File: src/hw/rtl/dnsp_pkg.sv
// ----------------------------------------------------------------------------
// dnsp_pkg
// shared types and constants of the dns response a-record parser
// ----------------------------------------------------------------------------
package dnsp_pkg;

   // position in the packet walk
   typedef enum logic [3:0] {
      PH_HEADER  = 4'd0,
      PH_QLEN    = 4'd1,
      PH_QLABEL  = 4'd2,
      PH_QTAIL   = 4'd3,
      PH_ALEN    = 4'd4,
      PH_ALABEL  = 4'd5,
      PH_APTR    = 4'd6,
      PH_AFIXED  = 4'd7,
      PH_ADDR    = 4'd8,
      PH_ASKIP   = 4'd9,
      PH_DONE    = 4'd10
   } parse_phase_type;

   // result status codes
   typedef enum logic [2:0] {
      ST_FOUND   = 3'd0,
      ST_NOADDR  = 3'd1,
      ST_SHORT   = 3'd2,
      ST_NOTRESP = 3'd3,
      ST_QCOUNT  = 3'd4,
      ST_BADNAME = 3'd5,
      ST_BADTC   = 3'd6
   } status_type;

   // byte positions inside fixed-size fields
   localparam logic [3:0] HDR_TXN_LO    = 4'd1;
   localparam logic [3:0] HDR_FLAGS_LO  = 4'd3;
   localparam logic [3:0] HDR_QDCNT_LO  = 4'd5;
   localparam logic [3:0] HDR_ANCNT_LO  = 4'd7;
   localparam logic [3:0] HDR_LAST      = 4'd11;
   localparam logic [3:0] QTAIL_TYPE_LO = 4'd1;
   localparam logic [3:0] QTAIL_LAST    = 4'd3;
   localparam logic [3:0] AFIX_TYPE_LO  = 4'd1;
   localparam logic [3:0] AFIX_TTL_FIRST = 4'd4;
   localparam logic [3:0] AFIX_TTL_LAST = 4'd7;
   localparam logic [3:0] AFIX_LAST     = 4'd9;
   localparam logic [3:0] ADDR_LAST     = 4'd3;

   // label length classes
   localparam logic [7:0] LABEL_MAX_PLUS1 = 8'd64;
   localparam logic [7:0] POINTER_MIN     = 8'hC0;

   localparam logic [15:0] TYPE_A   = 16'd1;
   localparam logic [15:0] CLASS_IN = 16'd1;
   localparam logic [15:0] ONE_QUESTION = 16'd1;

   typedef struct packed {
      parse_phase_type phase;
      logic [3:0]      count;
      logic [15:0]     word_shift;
      logic [15:0]     txn_id;
      logic [15:0]     answers_left;
      logic [15:0]     skip_remaining;
      logic [15:0]     record_type;
      logic [31:0]     ttl;
      logic [31:0]     address;
      status_type      status;
   } parse_state_type;

   typedef struct packed {
      status_type  status;
      logic [15:0] transaction_id;
      logic [31:0] address;
      logic [31:0] time_to_live;
   } result_type;

   localparam parse_state_type PARSE_RESET = '{
      phase:          PH_HEADER,
      count:          4'd0,
      word_shift:     16'd0,
      txn_id:         16'd0,
      answers_left:   16'd0,
      skip_remaining: 16'd0,
      record_type:    16'd0,
      ttl:            32'd0,
      address:        32'd0,
      status:         ST_NOADDR
   };

endpackage

File: src/hw/rtl/dnsp_if.sv
// ----------------------------------------------------------------------------
// dnsp channel interfaces
// valid/ready channels for packet bytes and parse results
// ----------------------------------------------------------------------------
interface dnsp_req_if;
   logic       valid;
   logic       ready;
   logic [7:0] data_byte;
   logic       last_byte;

   modport source (output valid, output data_byte, output last_byte, input ready);
   modport sink   (input valid, input data_byte, input last_byte, output ready);
endinterface

interface dnsp_rsp_if;
   logic        valid;
   logic        ready;
   logic [2:0]  status;
   logic [15:0] transaction_id;
   logic [31:0] address;
   logic [31:0] time_to_live;

   modport source (output valid, output status, output transaction_id,
                   output address, output time_to_live, input ready);
   modport sink   (input valid, input status, input transaction_id,
                   input address, input time_to_live, output ready);
endinterface

File: src/hw/rtl/dnsp_parse_step.sv
// ----------------------------------------------------------------------------
// dnsp_parse_step
// next parse state and end-of-packet result for one packet byte
// ----------------------------------------------------------------------------
module dnsp_parse_step
   import dnsp_pkg::*;
(
   input  parse_state_type cur,
   input  logic [7:0]      data_byte,
   input  logic            last_byte,
   output parse_state_type nxt,
   output result_type      result
);

   parse_state_type upd;
   logic [15:0]     shift_new;
   logic [15:0]     skip_dec;
   logic [15:0]     ans_dec;
   status_type      st;

   always_comb begin
      upd       = cur;
      shift_new = {cur.word_shift[7:0], data_byte};
      skip_dec  = cur.skip_remaining - 16'd1;
      ans_dec   = cur.answers_left - 16'd1;

      if (cur.phase == PH_HEADER || cur.phase == PH_QTAIL || cur.phase == PH_AFIXED) begin
         upd.word_shift = shift_new;
      end

      case (cur.phase)
         PH_HEADER: begin
            if (cur.count == HDR_TXN_LO) upd.txn_id = shift_new;
            if (cur.count == HDR_FLAGS_LO && !shift_new[15]) upd.status = ST_NOTRESP;
            if (cur.count == HDR_QDCNT_LO && cur.status == ST_NOADDR &&
                shift_new != ONE_QUESTION) begin
               upd.status = ST_QCOUNT;
            end
            if (cur.count == HDR_ANCNT_LO) upd.answers_left = shift_new;
            if (cur.count >= HDR_LAST) begin
               upd.count = 4'd0;
               upd.phase = (cur.status != ST_NOADDR) ? PH_DONE : PH_QLEN;
            end else begin
               upd.count = cur.count + 4'd1;
            end
         end
         PH_QLEN: begin
            if (data_byte >= LABEL_MAX_PLUS1) begin
               upd.status = ST_BADNAME;
               upd.phase  = PH_DONE;
            end else if (data_byte == 8'd0) begin
               upd.phase = PH_QTAIL;
               upd.count = 4'd0;
            end else begin
               upd.skip_remaining = {8'd0, data_byte};
               upd.phase          = PH_QLABEL;
            end
         end
         PH_QLABEL: begin
            if (data_byte == 8'd0) begin
               upd.status = ST_BADNAME;
               upd.phase  = PH_DONE;
            end else begin
               upd.skip_remaining = skip_dec;
               if (skip_dec == 16'd0) upd.phase = PH_QLEN;
            end
         end
         PH_QTAIL: begin
            if (cur.count == QTAIL_TYPE_LO) upd.record_type = shift_new;
            if (cur.count >= QTAIL_LAST) begin
               upd.count = 4'd0;
               if (cur.record_type != TYPE_A || shift_new != CLASS_IN) begin
                  upd.status = ST_BADTC;
                  upd.phase  = PH_DONE;
               end else if (cur.answers_left == 16'd0) begin
                  upd.status = ST_NOADDR;
                  upd.phase  = PH_DONE;
               end else begin
                  upd.phase = PH_ALEN;
               end
            end else begin
               upd.count = cur.count + 4'd1;
            end
         end
         PH_ALEN: begin
            if (data_byte >= POINTER_MIN) begin
               upd.phase = PH_APTR;
            end else if (data_byte >= LABEL_MAX_PLUS1) begin
               upd.status = ST_NOADDR;
               upd.phase  = PH_DONE;
            end else if (data_byte == 8'd0) begin
               upd.phase = PH_AFIXED;
               upd.count = 4'd0;
            end else begin
               upd.skip_remaining = {8'd0, data_byte};
               upd.phase          = PH_ALABEL;
            end
         end
         PH_ALABEL: begin
            upd.skip_remaining = skip_dec;
            if (skip_dec == 16'd0) upd.phase = PH_ALEN;
         end
         PH_APTR: begin
            upd.phase = PH_AFIXED;
            upd.count = 4'd0;
         end
         PH_AFIXED: begin
            if (cur.count == AFIX_TYPE_LO) upd.record_type = shift_new;
            if (cur.count >= AFIX_TTL_FIRST && cur.count <= AFIX_TTL_LAST) begin
               upd.ttl = {cur.ttl[23:0], data_byte};
            end
            if (cur.count >= AFIX_LAST) begin
               upd.count          = 4'd0;
               upd.skip_remaining = shift_new;
               if (cur.record_type == TYPE_A) begin
                  upd.phase = PH_ADDR;
               end else if (shift_new == 16'd0) begin
                  // empty rdata: straight on to the next record, or done when none is left
                  upd.answers_left = ans_dec;
                  if (ans_dec == 16'd0) begin
                     upd.status = ST_NOADDR;
                     upd.phase  = PH_DONE;
                  end else begin
                     upd.phase = PH_ALEN;
                  end
               end else begin
                  upd.phase = PH_ASKIP;
               end
            end else begin
               upd.count = cur.count + 4'd1;
            end
         end
         PH_ADDR: begin
            upd.address = {cur.address[23:0], data_byte};
            if (cur.count >= ADDR_LAST) begin
               upd.count  = 4'd0;
               upd.status = ST_FOUND;
               upd.phase  = PH_DONE;
            end else begin
               upd.count = cur.count + 4'd1;
            end
         end
         PH_ASKIP: begin
            upd.skip_remaining = skip_dec;
            if (skip_dec == 16'd0) begin
               upd.answers_left = ans_dec;
               if (ans_dec == 16'd0) begin
                  upd.status = ST_NOADDR;
                  upd.phase  = PH_DONE;
               end else begin
                  upd.phase = PH_ALEN;
               end
            end
         end
         default: begin
         end
      endcase

      // status as seen at the end of the packet
      case (upd.phase)
         PH_HEADER: st = ST_SHORT;
         PH_QLEN:   st = ST_BADNAME;
         PH_QLABEL: st = ST_BADNAME;
         PH_QTAIL:  st = ST_BADTC;
         PH_DONE:   st = upd.status;
         default:   st = ST_NOADDR;
      endcase

      result.status         = st;
      result.transaction_id = (st == ST_SHORT) ? 16'd0 : upd.txn_id;
      result.address        = (st == ST_FOUND) ? upd.address : 32'd0;
      result.time_to_live   = (st == ST_FOUND) ? upd.ttl : 32'd0;

      nxt = last_byte ? PARSE_RESET : upd;
   end

endmodule

File: src/hw/rtl/dns_response_a_record_parser.sv
// ----------------------------------------------------------------------------
// dns_response_a_record_parser
// byte-serial dns response checker that extracts the first a-record
// ----------------------------------------------------------------------------
//
//  channel | dir | handshake       | payload
//  --------+-----+-----------------+---------------------------------------------
//  req_if  | in  | valid / ready   | data_byte[7:0], last_byte
//  rsp_if  | out | valid / ready   | status[2:0], transaction_id[15:0],
//          |     |                 | address[31:0], time_to_live[31:0]
//
//  one packet byte per clock sustained while no last byte waits for the result
//  slot; a byte is registered on entry and parsed from the input register,
//  and the result of the last byte is written into the result register
//  the throughput is set by the single parse step between the input and
//  output registers
//  reset (synchronous) returns the walk to the header phase and empties
//  both registers
//  a stalled result only holds the pipe when the next last byte arrives;
//  all other bytes keep flowing while the result waits
//
module dns_response_a_record_parser
   import dnsp_pkg::*;
(
   input  logic         clock,
   input  logic         reset,
   dnsp_req_if.sink     req_if,
   dnsp_rsp_if.source   rsp_if
);

   // input register
   logic            in_valid_ff, in_valid_in;
   logic [7:0]      in_byte_ff,  in_byte_in;
   logic            in_last_ff,  in_last_in;

   // parse state
   parse_state_type state_ff, state_in;
   parse_state_type state_step;

   // result register
   logic            out_valid_ff, out_valid_in;
   result_type      out_data_ff,  out_data_in;
   result_type      step_result;

   logic            out_free;
   logic            proc_fire;
   logic            req_fire;

   dnsp_parse_step u_step (
      .cur       (state_ff),
      .data_byte (in_byte_ff),
      .last_byte (in_last_ff),
      .nxt       (state_step),
      .result    (step_result)
   );

   // a last byte may only be parsed when the result slot can take it
   assign out_free  = !out_valid_ff || rsp_if.ready;
   assign proc_fire = in_valid_ff && (!in_last_ff || out_free);
   assign req_fire  = req_if.valid && req_if.ready;

   assign req_if.ready = !in_valid_ff || proc_fire;

   always_comb begin
      in_valid_in = in_valid_ff;
      in_byte_in  = in_byte_ff;
      in_last_in  = in_last_ff;
      if (proc_fire) in_valid_in = 1'b0;
      if (req_fire) begin
         in_valid_in = 1'b1;
         in_byte_in  = req_if.data_byte;
         in_last_in  = req_if.last_byte;
      end
   end

   assign state_in = proc_fire ? state_step : state_ff;

   always_comb begin
      out_valid_in = out_valid_ff;
      out_data_in  = out_data_ff;
      if (out_valid_ff && rsp_if.ready) out_valid_in = 1'b0;
      if (proc_fire && in_last_ff) begin
         out_valid_in = 1'b1;
         out_data_in  = step_result;
      end
   end

   always_ff @(posedge clock) begin
      if (reset) begin
         in_valid_ff  <= 1'b0;
         out_valid_ff <= 1'b0;
         state_ff     <= PARSE_RESET;
      end else begin
         in_valid_ff  <= in_valid_in;
         out_valid_ff <= out_valid_in;
         state_ff     <= state_in;
      end
   end

   // payload registers
   always_ff @(posedge clock) begin
      in_byte_ff  <= in_byte_in;
      in_last_ff  <= in_last_in;
      out_data_ff <= out_data_in;
   end

   assign rsp_if.valid          = out_valid_ff;
   assign rsp_if.status         = out_data_ff.status;
   assign rsp_if.transaction_id = out_data_ff.transaction_id;
   assign rsp_if.address        = out_data_ff.address;
   assign rsp_if.time_to_live   = out_data_ff.time_to_live;

   // the walk restarts at the header after every packet end
   a_restart: assert property (@(posedge clock) disable iff (reset)
      (proc_fire && in_last_ff) |=> (state_ff.phase == PH_HEADER && state_ff.count == 4'd0))
      else $error("parse state not restarted after last byte");

   // address and ttl are only reported with a found status
   a_found_only: assert property (@(posedge clock) disable iff (reset)
      (out_valid_ff && out_data_ff.status != ST_FOUND) |->
         (out_data_ff.address == 32'd0 && out_data_ff.time_to_live == 32'd0))
      else $error("address reported without a found status");

   // a registered byte waiting for the result slot is kept
   a_hold_byte: assert property (@(posedge clock) disable iff (reset)
      (in_valid_ff && !proc_fire) |=> (in_valid_ff && $stable(in_byte_ff)
                                       && $stable(in_last_ff)))
      else $error("pending packet byte lost");

   // the fixed-field byte counter never passes the header length
   a_count_range: assert property (@(posedge clock) disable iff (reset)
      state_ff.count <= HDR_LAST)
      else $error("field byte counter out of range");

endmodule
File: src/flat_wrapper.sv
// flat-port wrapper written by rule: the top's interface ports become plain ports
module dns_response_a_record_parser_flat import dnsp_pkg::*;
  (clock, reset, req_if_valid, req_if_data_byte, req_if_last_byte, req_if_ready, rsp_if_valid, rsp_if_status, rsp_if_transaction_id, rsp_if_address, rsp_if_time_to_live, rsp_if_ready);
  dnsp_req_if req_if_i ();
  dnsp_rsp_if rsp_if_i ();
  input  logic clock;
  input  logic reset;
  input wire logic [$bits(req_if_i.valid)-1:0] req_if_valid;
  input wire logic [$bits(req_if_i.data_byte)-1:0] req_if_data_byte;
  input wire logic [$bits(req_if_i.last_byte)-1:0] req_if_last_byte;
  output wire logic [$bits(req_if_i.ready)-1:0] req_if_ready;
  output wire logic [$bits(rsp_if_i.valid)-1:0] rsp_if_valid;
  output wire logic [$bits(rsp_if_i.status)-1:0] rsp_if_status;
  output wire logic [$bits(rsp_if_i.transaction_id)-1:0] rsp_if_transaction_id;
  output wire logic [$bits(rsp_if_i.address)-1:0] rsp_if_address;
  output wire logic [$bits(rsp_if_i.time_to_live)-1:0] rsp_if_time_to_live;
  input wire logic [$bits(rsp_if_i.ready)-1:0] rsp_if_ready;
  assign req_if_i.valid = req_if_valid;
  assign req_if_i.data_byte = req_if_data_byte;
  assign req_if_i.last_byte = req_if_last_byte;
  assign req_if_ready = req_if_i.ready;
  assign rsp_if_valid = rsp_if_i.valid;
  assign rsp_if_status = rsp_if_i.status;
  assign rsp_if_transaction_id = rsp_if_i.transaction_id;
  assign rsp_if_address = rsp_if_i.address;
  assign rsp_if_time_to_live = rsp_if_i.time_to_live;
  assign rsp_if_i.ready = rsp_if_ready;
  dns_response_a_record_parser u_core (.clock(clock), .reset(reset), .req_if(req_if_i), .rsp_if(rsp_if_i));
endmodule
File: config.mk
export PLATFORM = sky130hd
export DESIGN_NAME = dns_response_a_record_parser_flat
export DESIGN_NICKNAME = d
export VERILOG_FILES = /design/src/hw/rtl/dnsp_pkg.sv /design/src/hw/rtl/dnsp_if.sv /design/src/hw/rtl/dnsp_parse_step.sv /design/src/hw/rtl/dns_response_a_record_parser.sv /design/src/flat_wrapper.sv
export SDC_FILE = /design/constraint.sdc
export NUM_CORES = 1
export LEC_CHECK = 0
export ABC_CLOCK_PERIOD_IN_PS = 10540
export BUFFER_PORTS_ARGS = -buffer_cell sky130_fd_sc_hd__buf_2
export CAP_MARGIN = 20
export CORE_MARGIN = 5
export CORE_UTILIZATION = 40
export DETAILED_ROUTE_END_ITERATION = 16
export PLACE_DENSITY = 0.57
export SKIP_CTS_REPAIR_TIMING = 1
export SLEW_MARGIN = 20
export SYNTH_ARGS = -nofsm -noshare
export SYNTH_HDL_FRONTEND = slang
export SYNTH_SLANG_ARGS = --single-unit
export TNS_END_PERCENT = 50
File: constraint.sdc
create_clock -name clock -period 10.54 [get_ports clock]
set_input_delay 0.527 -clock clock [delete_from_list [all_inputs] [get_ports clock]]
set_output_delay 0.527 -clock clock [all_outputs]
set_load 0.05 [all_outputs]
* After elaboration in Yosys (flattened, before gate mapping)
Index checks and enable logic that the tools add are counted.
Operators by class: divide/modulo/power cells 0, reductions and logical operators 43, bitwise operators 0, equal/unequal tests 30, $add $sub $neg 3, shift-type cells 0, $lt $le $gt $ge 7, multiplexer cells 68, $mul 0
Operator list (number):
- two-way mux 16 bit | 13
- two-way mux 155 bit | 1
- two-way mux 32 bit | 4
- two-way mux 4 bit | 23
- case mux 16 bit (5 select lines) | 1
- logical NOT 16 bit | 4
- case mux 16 bit (3 select lines) | 1
- two-way mux 3 bit | 15
- case mux 4 bit (10 select lines) | 1
- != test 16 x 1 -> 1 bit, second input constant | 2
- subtractor 16 x 1 -> 16 bit, second input constant | 2
- == test 4 x 3 -> 1 bit, second input constant | 6
- case mux 3 bit (8 select lines) | 1
- case mux 4 bit (6 select lines) | 1
- == test 4 x 2 -> 1 bit, second input constant | 5
- == test 16 x 1 -> 1 bit, second input constant | 1
- == test 4 x 1 -> 1 bit, second input constant | 3
- == test 4 bit, second input constant | 3
- != test 3 x 1 -> 1 bit, second input constant | 4
- != test 3 x 2 -> 1 bit, second input constant | 4
- case mux 3 bit (4 select lines) | 1
- nonzero test 2 bit | 5
- >= comparator 4 bit, second input constant | 2
- >= comparator 8 x 7 -> 1 bit, second input constant | 1
- other kinds (23) | 47
Storage, ports and cells: memories kept 0, ROM bits 0, input bits 13, bits in writable memories 0, word-level logic and storage cells 169, latch bits 0, output and inout port bits 85, bits in registers 241

* Longest topological paths before layout
Gate-level depths: netlist of the first run.
depth after elaboration 11, gate-level depth with buffers 14, mapped depth without buffers 10

* Hierarchy
A second synthesis of the first run with hierarchy kept.
Unflattened totals: cell total of the unflattened synthesis 1710, area total of the unflattened synthesis 15750.1 sq um
Modules (own cells, without submodules):
- dns_response_a_record_parser | times used 1, area each 9820.7 sq um, cells each 775, sequential area each 5905.7 sq um
- dnsp_parse_step | times used 1, area each 5929.4 sq um, cells each 935, sequential area each 0.0 sq um

* Least setup slack after synthesis of the first run
No wires, ideal clock.
kind flip-flop to flip-flop, start point register u_core.in_byte_ff[6], end point register u_core.out_data_ff (netlist bit u_core.rsp_if.address[24]) (data pin), slack 6.895 ns, buffers on the path 2, cell stages (with the launch flop) 13, data arrival time 3.475 ns, clock period less this slack 3.645 ns, required time 10.369 ns, setup time 0.171 ns, cell sequence edfxtp_1 > inv_1 > ha_1 > or4b_4 > or4_4 > a22oi_1 > o21ai_1 > or4_1 > o32a_1 > or2_1 > buf_6 > buf_6 > nor4_2
Between the ends: word-level cells in the longest chain between the ends 9, elaborated cells on any way between the ends 38, those cells by class order compare (2); eq/ne (5); mux (24); reduce/logical (7)
Ends and longest elaborated chain:
- start: declaration | line dns_response_a_record_parser.sv:33 | logic [7:0] in_byte_ff, in_byte_in;
- start signal: assignment | line dns_response_a_record_parser.sv:102 | in_byte_ff <= in_byte_in;
- parallel branches: the longest is 7 deep, another holds >= comparator 8 x 7 -> 1 bit
- case mux 3 bit (4 select lines) * | line dnsp_parse_step.sv:160 | case (upd.phase)
- logical NOT 3 bit * | line dnsp_parse_step.sv:171 | result.address = (st == ST_FOUND) ? upd.address : 32'd0;
- end signal: assignment | line dns_response_a_record_parser.sv:104 | out_data_ff <= out_data_in;
- end: declaration | line dns_response_a_record_parser.sv:42 | result_type out_data_ff, out_data_in;
Mark *: on every way between the ends. A chain may end at the register's enable or synchronous reset.

* Worst setup path after layout of the first run
start point register u_core.state_ff[99] in the netlist's numbering, end point register u_core.out_data_ff (netlist bit u_core.rsp_if.time_to_live[13]) (data pin)
Between the ends: word-level cells in the longest chain between the ends 11, elaborated cells on any way between the ends 29, those cells by class add/sub (1); eq/ne (4); mux (19); reduce/logical (5)
Ends and longest elaborated chain:
- start: declaration | line dns_response_a_record_parser.sv:37 | parse_state_type state_ff, state_in;
- start signal: assignment | line dns_response_a_record_parser.sv:96 | state_ff <= state_in;
- subtractor 16 x 1 -> 16 bit | line dnsp_parse_step.sv:25 | ans_dec = cur.answers_left - 16'd1;
- logical NOT 16 bit | line dnsp_parse_step.sv:120, dnsp_parse_step.sv:147
- two-way mux 4 bit | line dnsp_parse_step.sv:120, dnsp_parse_step.sv:147
- two-way mux 4 bit | line dnsp_parse_step.sv:117 | end else if (shift_new == 16'd0) begin
- two-way mux 4 bit | line dnsp_parse_step.sv:115 | if (cur.record_type == TYPE_A) begin
- two-way mux 4 bit | line dnsp_parse_step.sv:112 | if (cur.count >= AFIX_LAST) begin
- case mux 4 bit (10 select lines) | line dnsp_parse_step.sv:31 | case (cur.phase)
- == test 4 x 2 -> 1 bit or == test 4 x 1 -> 1 bit (tied branches) | line dnsp_parse_step.sv:160
- OR reduction 2 bit (no source line)
- case mux 3 bit (4 select lines) * | line dnsp_parse_step.sv:160
- logical NOT 3 bit * | line dnsp_parse_step.sv:172 | result.time_to_live = (st == ST_FOUND) ? upd.ttl : 32'd0;
Mark *: on every way between the ends. The rest lies on a longest branch, timed or not.

==> metrics.yaml, run 1 <==
timing:
  skew_ps: 17.6
  hold_viol_final: 0
  setup_viol: 0
  fmax_ghz: 0.210
  period_share_pct: 45.1
  finalSetupTns_ps: 0
  slew-limit-headroom_pct: 24.8
  final_max_slew_viol_count: 0
  fin_crit_ps: 4750
  worstMarginPinSlew_ps: 1130
  worst_slack_ps: 5790
  rsz0062_at_grt: "no"
drt:
  first_pass_iters: 5
  drcViolationCount: 0
  postRouteAntennaNets: 0
  vias: 10897
  vias_per_cell: 6.10
  wl_um: 37800
  routedWlPerCell_um: 21.2
  drtIter0Drc: 841
power_and_ir_drop:
  irDropWorstVdd_mv: 0.131
  seq_power_share_pct: 47.7
  total_power_w: 0.00207
  p_switching_w: 0.000484
  internal_power_w: 0.00159
  p_leak_nw: 4.91
  swShare_pct: 23.4
  power_density_nw_per_um2: 145
  clockPowerShare_pct: 46.7
  comb_power_share_pct: 5.6
layout:
  seqCellArea_sq_um: 5750
  multi_input_area_sq_um: 6380
  syn_to_final_growth_pct: 12.8
  diodes: 0
  drive_gt1_share_pct: 18.7
  fillerInstances: 3020
  final_util_pct: 45.5
  nNetsFinal: 1384
floorplanning:
  die_y_um: 188
  pin_count: 98
  dieArea_sq_um: 35400
  fp.dieW_um: 188
  initial_core_util_pct: 40.3
  fp-row-count: 65
  core_area_sq_um: 31500
clock_network:
  clkSinkCount: 241
  clkTransAtPathRegs_ps: 60
  root_buffer: "clkbuf_16"
  h-tree-depth: 1
  cts_max_path_buffers: 3
  tritoncts: "yes"
  cts_buffers: 28
  clkLatencyLatePin_ps: 540
yosys:
  synth_area_sq_um: 12700
  syn_nets: 1360
  yosysSeqAreaShare_pct: 45.3
  synth-seq-cells: 241
  syn_inst: 1337
  async_flop_share_pct: 0
  yosys_most_used_dff: "dfxtp_1"
  synth_edf_count: 92
  syn_avg_cell_area_sq_um: 9.49
  synth_warnings: 0
  ys_types: 77
place:
  place_ws_ps: 5830
  hpwl_um: 24600
  io_buffers: 97
  routabilityCongestion: 0.939
critical_path:
  startpoint_type: "register"
  crit_required_ps: 10880
  r2r-start: "u_core.state_ff[99]"
  crit_path_max_incr_delay_ps: 780
  reg2reg_to: "u_core.rsp_if.time_to_live[13]"
  r2r_cells: 11
  crit_cells: 11
  timing_worst_setup_path_type: "reg -> reg"
  worst_path_max_delay_cell: "nor4_1"
  worst-path-buf-inv: 2
  path_cells: "inv_1, ha_1, nor3b_1, nand4_1, nor4_1, a211oi_1, or4_1, o32a_1, or2_4, buf_4, nor4_1"
  rrSetupSlack_ps: 5790
  end_kind: "register"
  critPathTopFamily: "simple AND/OR/NAND/NOR gates"
  crit_top_cell: "nor4_1"
  worstSetupStartpoint: "u_core.state_ff[99]"
  crit_end: "u_core.rsp_if.time_to_live[13]"
  cp_max_fo: 64
  crit_arrival_ps: 5090
run:
  maxCapViolCount: 0
hold_path:
  hp-class: "in -> reg"
  hold_depth: 1
  hold_start: "req_if_data_byte[5]"
grt:
  grt_pass1_vias: 10240
  grt_pass1_wl_um: 59900
  antenna_found_initial: 1
  track_usage_pct: 20.6
  overflow: 0
  grt_max_degree: 84
run_status:
  status: "complete, no violations"
routing by layer:
layer,vias up,track usage [%],part of all wire [%]
li1,5080,-,-
met1,5339,30.9,47
met2,408,30.9,44
met3,70,2.96,6.3
met4,0,5.93,2.8
met5,-,0,0
sequential cells by signal, indices dropped and copies added, names as in the netlist:
name / cells
u_core.in_byte_ff: 8
u_core.in_last_ff: 1
u_core.in_valid_ff: 1
u_core.rsp_if.address: 32
u_core.rsp_if.status: 3
u_core.rsp_if.time_to_live: 32
u_core.rsp_if.transaction_id: 16
u_core.rsp_if.valid: 1
u_core.state_ff: 147
layout make-up:
type                            instances  share of cell area (%)
Timing Repair Buffer                  119                    4.73
Multi-Input combinational cell        950                    44.6
Inverter                               21                   0.559
Sequential cell                       241                    40.1
Clock buffer                           44                    5.96
Tap cell                              402                    3.51
Clock inverter                          8                   0.533
cell usage after synthesis, drive strengths merged (4+ instances only):
| master | instances | area (sq um) |
|---|---|---|
| and2 | 5 | 31.3 |
| nand2 | 70 | 263 |
| edfxtp | 92 | 2760 |
| nor2 | 174 | 656 |
| o31ai | 6 | 45.0 |
| nand2b | 7 | 43.8 |
| mux2i | 73 | 731 |
| xor2 | 8 | 70.1 |
| mux2 | 14 | 158 |
| a221oi | 7 | 61.3 |
| nor3 | 40 | 200 |
| a31oi | 21 | 131 |
| buf | 21 | 144 |
| a2111o | 4 | 45.0 |
| o21ai | 47 | 235 |
| o31a | 4 | 35.0 |
| a21o | 7 | 52.6 |
| or2 | 8 | 50.1 |
| o21a | 4 | 30.0 |
| ha | 10 | 125 |
| a22oi | 89 | 668 |
| a21oi | 86 | 430 |
| a211oi | 9 | 67.6 |
| dfxtp | 149 | 2980 |
| nand4 | 13 | 81.3 |
| and3 | 8 | 50.1 |
| clkbuf | 104 | 390 |
| nor4 | 81 | 900 |
| nor3b | 6 | 45.0 |
| a211o | 5 | 43.8 |
| nand3b | 5 | 37.5 |
| inv | 21 | 78.8 |
| or4 | 10 | 78.8 |
| o41ai | 16 | 140 |
| xnor2 | 4 | 35.0 |
| nand4b | 4 | 35.0 |
| or3 | 25 | 156 |
| nor2b | 16 | 100 |
| nand3 | 19 | 95.1 |
stage by stage:
stage	instances	hold slack, ps	instance area, sq um
final	1785	157	14300
after floorplan	1337	432	12700
after global routing	1785	152	14300
after detailed placement	1732	446	13400
after global placement	1732	438	13300
after CTS	1784	140	14300
power groups by stage:
stage                     Combinational (W)  Sequential, W  Clock, W
after floorplan                   0.0000733        0.00101         0
after global placement             0.000115        0.00101         0
after detailed placement           0.000115        0.00101         0
after CTS                          0.000115       0.000987  0.000989
after global routing               0.000126       0.000988   0.00102
final                              0.000115       0.000988  0.000966
layout by cell type, fill, tap and decap left out, drive strengths merged, types with 7 or more instances in the layout:
| master | synthesis | layout |
|---|---|---|
| nor2 | 174 | 174 |
| o21ai | 47 | 47 |
| or2 | 8 | 8 |
| nor2b | 16 | 16 |
| a211oi | 9 | 9 |
| nor3 | 40 | 40 |
| a21o | 7 | 7 |
| mux2 | 14 | 14 |
| mux2i | 73 | 73 |
| a221oi | 7 | 7 |
| nor4 | 81 | 81 |
| inv | 21 | 22 |
| nand3 | 19 | 19 |
| ha | 10 | 10 |
| edfxtp | 92 | 92 |
| and3 | 8 | 8 |
| nand4 | 13 | 13 |
| o41ai | 16 | 16 |
| or4 | 10 | 10 |
| xor2 | 8 | 8 |
| a21oi | 86 | 86 |
| nand2b | 7 | 7 |
| a31oi | 21 | 21 |
| a22oi | 89 | 89 |
| or3 | 25 | 25 |
| buf | 21 | 119 |
| dfxtp | 149 | 149 |
| nand2 | 70 | 70 |
| clkbuf | 104 | 44 |
cells by family (layout without fill, tap and decap cells):
kind of cell | count (synthesis) | in the layout | share of synthesized area (%)
and+or+nand+nor | 501 | 501 | 23.0
AOI/OAI and AO/OA | 340 | 340 | 18.1
DFF | 241 | 241 | 45.3
buffers and inverters | 146 | 192 | 4.83
muxes | 87 | 87 | 7.00
xor gates and xnor gates | 12 | 12 | 0.828
adders and majority gates | 10 | 10 | 0.986
worst min path at each step:
stage,endpoint,slack [ps]
floorplan,u_core.state_ff[67],430
global placement,u_core.state_ff[76],440
detailed placement,u_core.state_ff[76],450
CTS,u_core.in_byte_ff[4],140
global route,u_core.in_byte_ff[4],150
finish,u_core.in_byte_ff[5],160
No activity file was read; power rests on OpenSTA's default activity.
==> run 2: changes to the inputs <==
Settings changed: ABC_CLOCK_PERIOD_IN_PS 10540 to 4900.
Clock period 10.54 ns to 4.9 ns, I/O delays scaled along.
==> run 2 against run 1 <==
Die area unchanged. Worst setup slack worse by 5300 ps. Design area up 1.8%. Hold slack worse by 150 ps. Critical path depth down 1. Via count down 0.49%. Largest power group unchanged. Core utilization up 0.81 points. Largest cell class unchanged. Non-clock buffer count up 29.
==> metrics.yaml, run 2 (same netlist as run 1, synthesis figures left out) <==
floorplanning:
  fp.dieW_um: 188  # unchanged
  fp-row-count: 65  # unchanged
  dieArea_sq_um: 35400  # unchanged
  core_area_sq_um: 31500  # unchanged
  pin_count: 98  # unchanged
  die_y_um: 188  # unchanged
  initial_core_util_pct: 40.3  # unchanged
timing:
  fmax_ghz: 0.229  # +8.6%
  finalSetupTns_ps: 0  # unchanged
  worstMarginPinSlew_ps: 1070  # -55.7 ps
  skew_ps: 49.6  # +32.0 ps
  fin_crit_ps: 4370  # -378 ps
  final_max_slew_viol_count: 0  # unchanged
  rsz0062_at_grt: "no"
  setup_viol: 0  # unchanged
  period_share_pct: 89.3  # +44 points
  hold_viol_final: 0  # unchanged
  slew-limit-headroom_pct: 28.3  # +3.4 points
layout:
  final_cell_mix: "173 x nor2_1, 149 x dfxtp_1, 96 x buf_2, 92 x edfxtp_1, 89 x a22oi_1"
  seqCellArea_sq_um: 5750  # unchanged
  diodes: 0  # unchanged
  fillerInstances: 3026  # +0.20%
  largest_register_ffs: 147  # unchanged
  drive_gt1_share_pct: 19.3  # +0.54 points
  final_common_cell: "nor2_1"
  regMostFlops: "u_core.state_ff"
  final_area_sq_um: 14600  # +1.8%
  multi_input_area_sq_um: 6370  # about the same
  nNetsFinal: 1413  # +2.1%
  syn_to_final_growth_pct: 14.8
drt:
  drcViolationCount: 0  # unchanged
  wl_um: 38000  # +0.52%
  first_pass_iters: 6  # +1
  routedWlPerCell_um: 21.0  # -1.1%
  vias: 10844  # -0.49%
  vias_per_cell: 5.98  # -2.1%
  postRouteAntennaNets: 0  # unchanged
  drtIter0Drc: 1118  # +33%
power_and_ir_drop:
  p_leak_nw: 5.06  # +3.1%
  swShare_pct: 23.9  # +0.51 points
  seq_power_share_pct: 47.9  # +0.2 points
  irDropWorstVdd_mv: 0.280  # +110%
  p_switching_w: 0.00105  # +120%
  comb_power_share_pct: 6.1  # +0.5 points
  internal_power_w: 0.00336  # +110%
  power_density_nw_per_um2: 303  # +110%
  clockPowerShare_pct: 46.0  # -0.7 points
run:
  maxCapViolCount: 0  # unchanged
critical_path:
  reg2reg_to: "u_core.rsp_if.transaction_id[13]"
  crit_required_ps: 5130  # -5750 ps
  timing_worst_setup_path_type: "reg -> reg"
  critPathTopFamily: "simple AND/OR/NAND/NOR gates"
  r2r_cells: 10  # -1
  r2r-start: "u_core.in_byte_ff[6]"
  worst_path_max_delay_cell: "nor2_1"
  rrSetupSlack_ps: 530  # -5260 ps
  crit_path_max_incr_delay_ps: 780  # about the same
  path_cells: "inv_1, ha_1, or4b_4, nor2_2, a21boi_0, a2111o_1, o21ai_0, a21oi_1, nor2_1, a31oi_1"
  end_kind: "register"
  startpoint_type: "register"
  worst-path-buf-inv: 1  # -1
  crit_arrival_ps: 4610  # -480 ps
  cp_max_fo: 16  # -75%
clock_network:
  root_buffer: "clkbuf_16"
  cts_max_path_buffers: 3  # unchanged
  h-tree-depth: 1  # unchanged
  cts_buffers: 28  # unchanged
  clkTransAtPathRegs_ps: 60  # about the same
  tritoncts: "yes"
  clkLatencyLatePin_ps: 580  # +40 ps
  clkSinkCount: 241  # unchanged
hold_path:
  hold_depth: 3  # +2
  hp-class: "in -> reg"
  hold_start: "rsp_if_ready"
  min_to: "u_core.rsp_if.valid"
grt:
  overflow: 0  # unchanged
  grt_max_degree: 95  # +13%
  grt_pass1_wl_um: 59800  # -0.29%
  antenna_found_initial: 0  # -1
  grt_pass1_vias: 10207  # -0.32%
  track_usage_pct: 20.7  # +0.090 points
place:
  routabilityCongestion: 0.939  # about the same
  hpwl_um: 25500  # +3.6%
  placed_cell_area_sq_um: 13600  # +1.6%
  io_buffers: 97  # unchanged
run_status:
  status: "complete, no violations"
## run 2: changes by cell type in the layout (fill, tap and decap cells not counted), sizes merged
cell         change
buf             +19
dlygate4sd3     +10
clkinv           +8
clkbuf           -7
inv              -2
bufinv           +1
## run 2: worst max path at each step
stage | to | slack [ps] | from | cells after the start
after floorplan | u_core.rsp_if.address[24] | 1250 | u_core.in_byte_ff[6] | 12
after global placement | u_core.rsp_if.transaction_id[14] | 790 | u_core.in_byte_ff[7] | 10
after CTS | u_core.rsp_if.transaction_id[13] | 640 | u_core.in_byte_ff[6] | 10
after detailed placement | u_core.rsp_if.transaction_id[13] | 670 | u_core.in_byte_ff[6] | 10
final | u_core.rsp_if.transaction_id[13] | 530 | u_core.in_byte_ff[6] | 10
after global routing | u_core.rsp_if.transaction_id[13] | 320 | u_core.in_byte_ff[6] | 10
## run 2: metrics by stage
| step | setup slack, ps | hold WS, ps | std cells | util, % | power [W] |
|---|---|---|---|---|---|
| 5_1_grt | 318 | 52.6 | 1814 | 46.3 | 0.00457 |
| 2_1_floorplan | 1250 | 344 | 1337 | - | 0.00233 |
| 3_3_place_gp | 795 | 424 | 1752 | 43.1 | 0.00242 |
| 3_5_place_dp | 672 | 426 | 1752 | 43.1 | 0.00242 |
| 6_report | 526 | 3.68 | 1814 | 46.3 | 0.00441 |
| 4_1_cts | 644 | -174 | 1804 | 46.0 | 0.00445 |
## run 2: power groups by stage
stage | clock network [W] | registers, W | logic [W]
2_1_floorplan | 0 | 0.00217 | 0.000158
3_3_place_gp | 0 | 0.00216 | 0.000262
5_1_grt | 0.00216 | 0.00212 | 0.000293
4_1_cts | 0.00208 | 0.00211 | 0.000262
6_report | 0.00203 | 0.00211 | 0.000271
3_5_place_dp | 0 | 0.00216 | 0.000261
## run 2: layout make-up
type / instances / share of cell area, %
multi-input combinational: 950 / 43.7
tap: 402 / 3.45
clock buffer: 37 / 5.18
timing repair buffer: 148 / 6.66
inverter: 21 / 0.550
sequential: 241 / 39.4
clock inverter: 15 / 0.988
## run 2: metal layers
| metal | vias to the layer above | part of all wire, % | track usage, % |
|---|---|---|---|
| met5 | - | 0 | 0 |
| met4 | 0 | 3.3 | 6.69 |
| met3 | 79 | 6.5 | 2.76 |
| met2 | 399 | 44 | 31.1 |
| met1 | 5219 | 46 | 30.7 |
| li1 | 5147 | - | - |
## run 2: worst min-delay path, delay by kind of cell
kind	cells	cell delay, ps
buf+inv	1	80
compound gates	1	60
simple gates	1	110
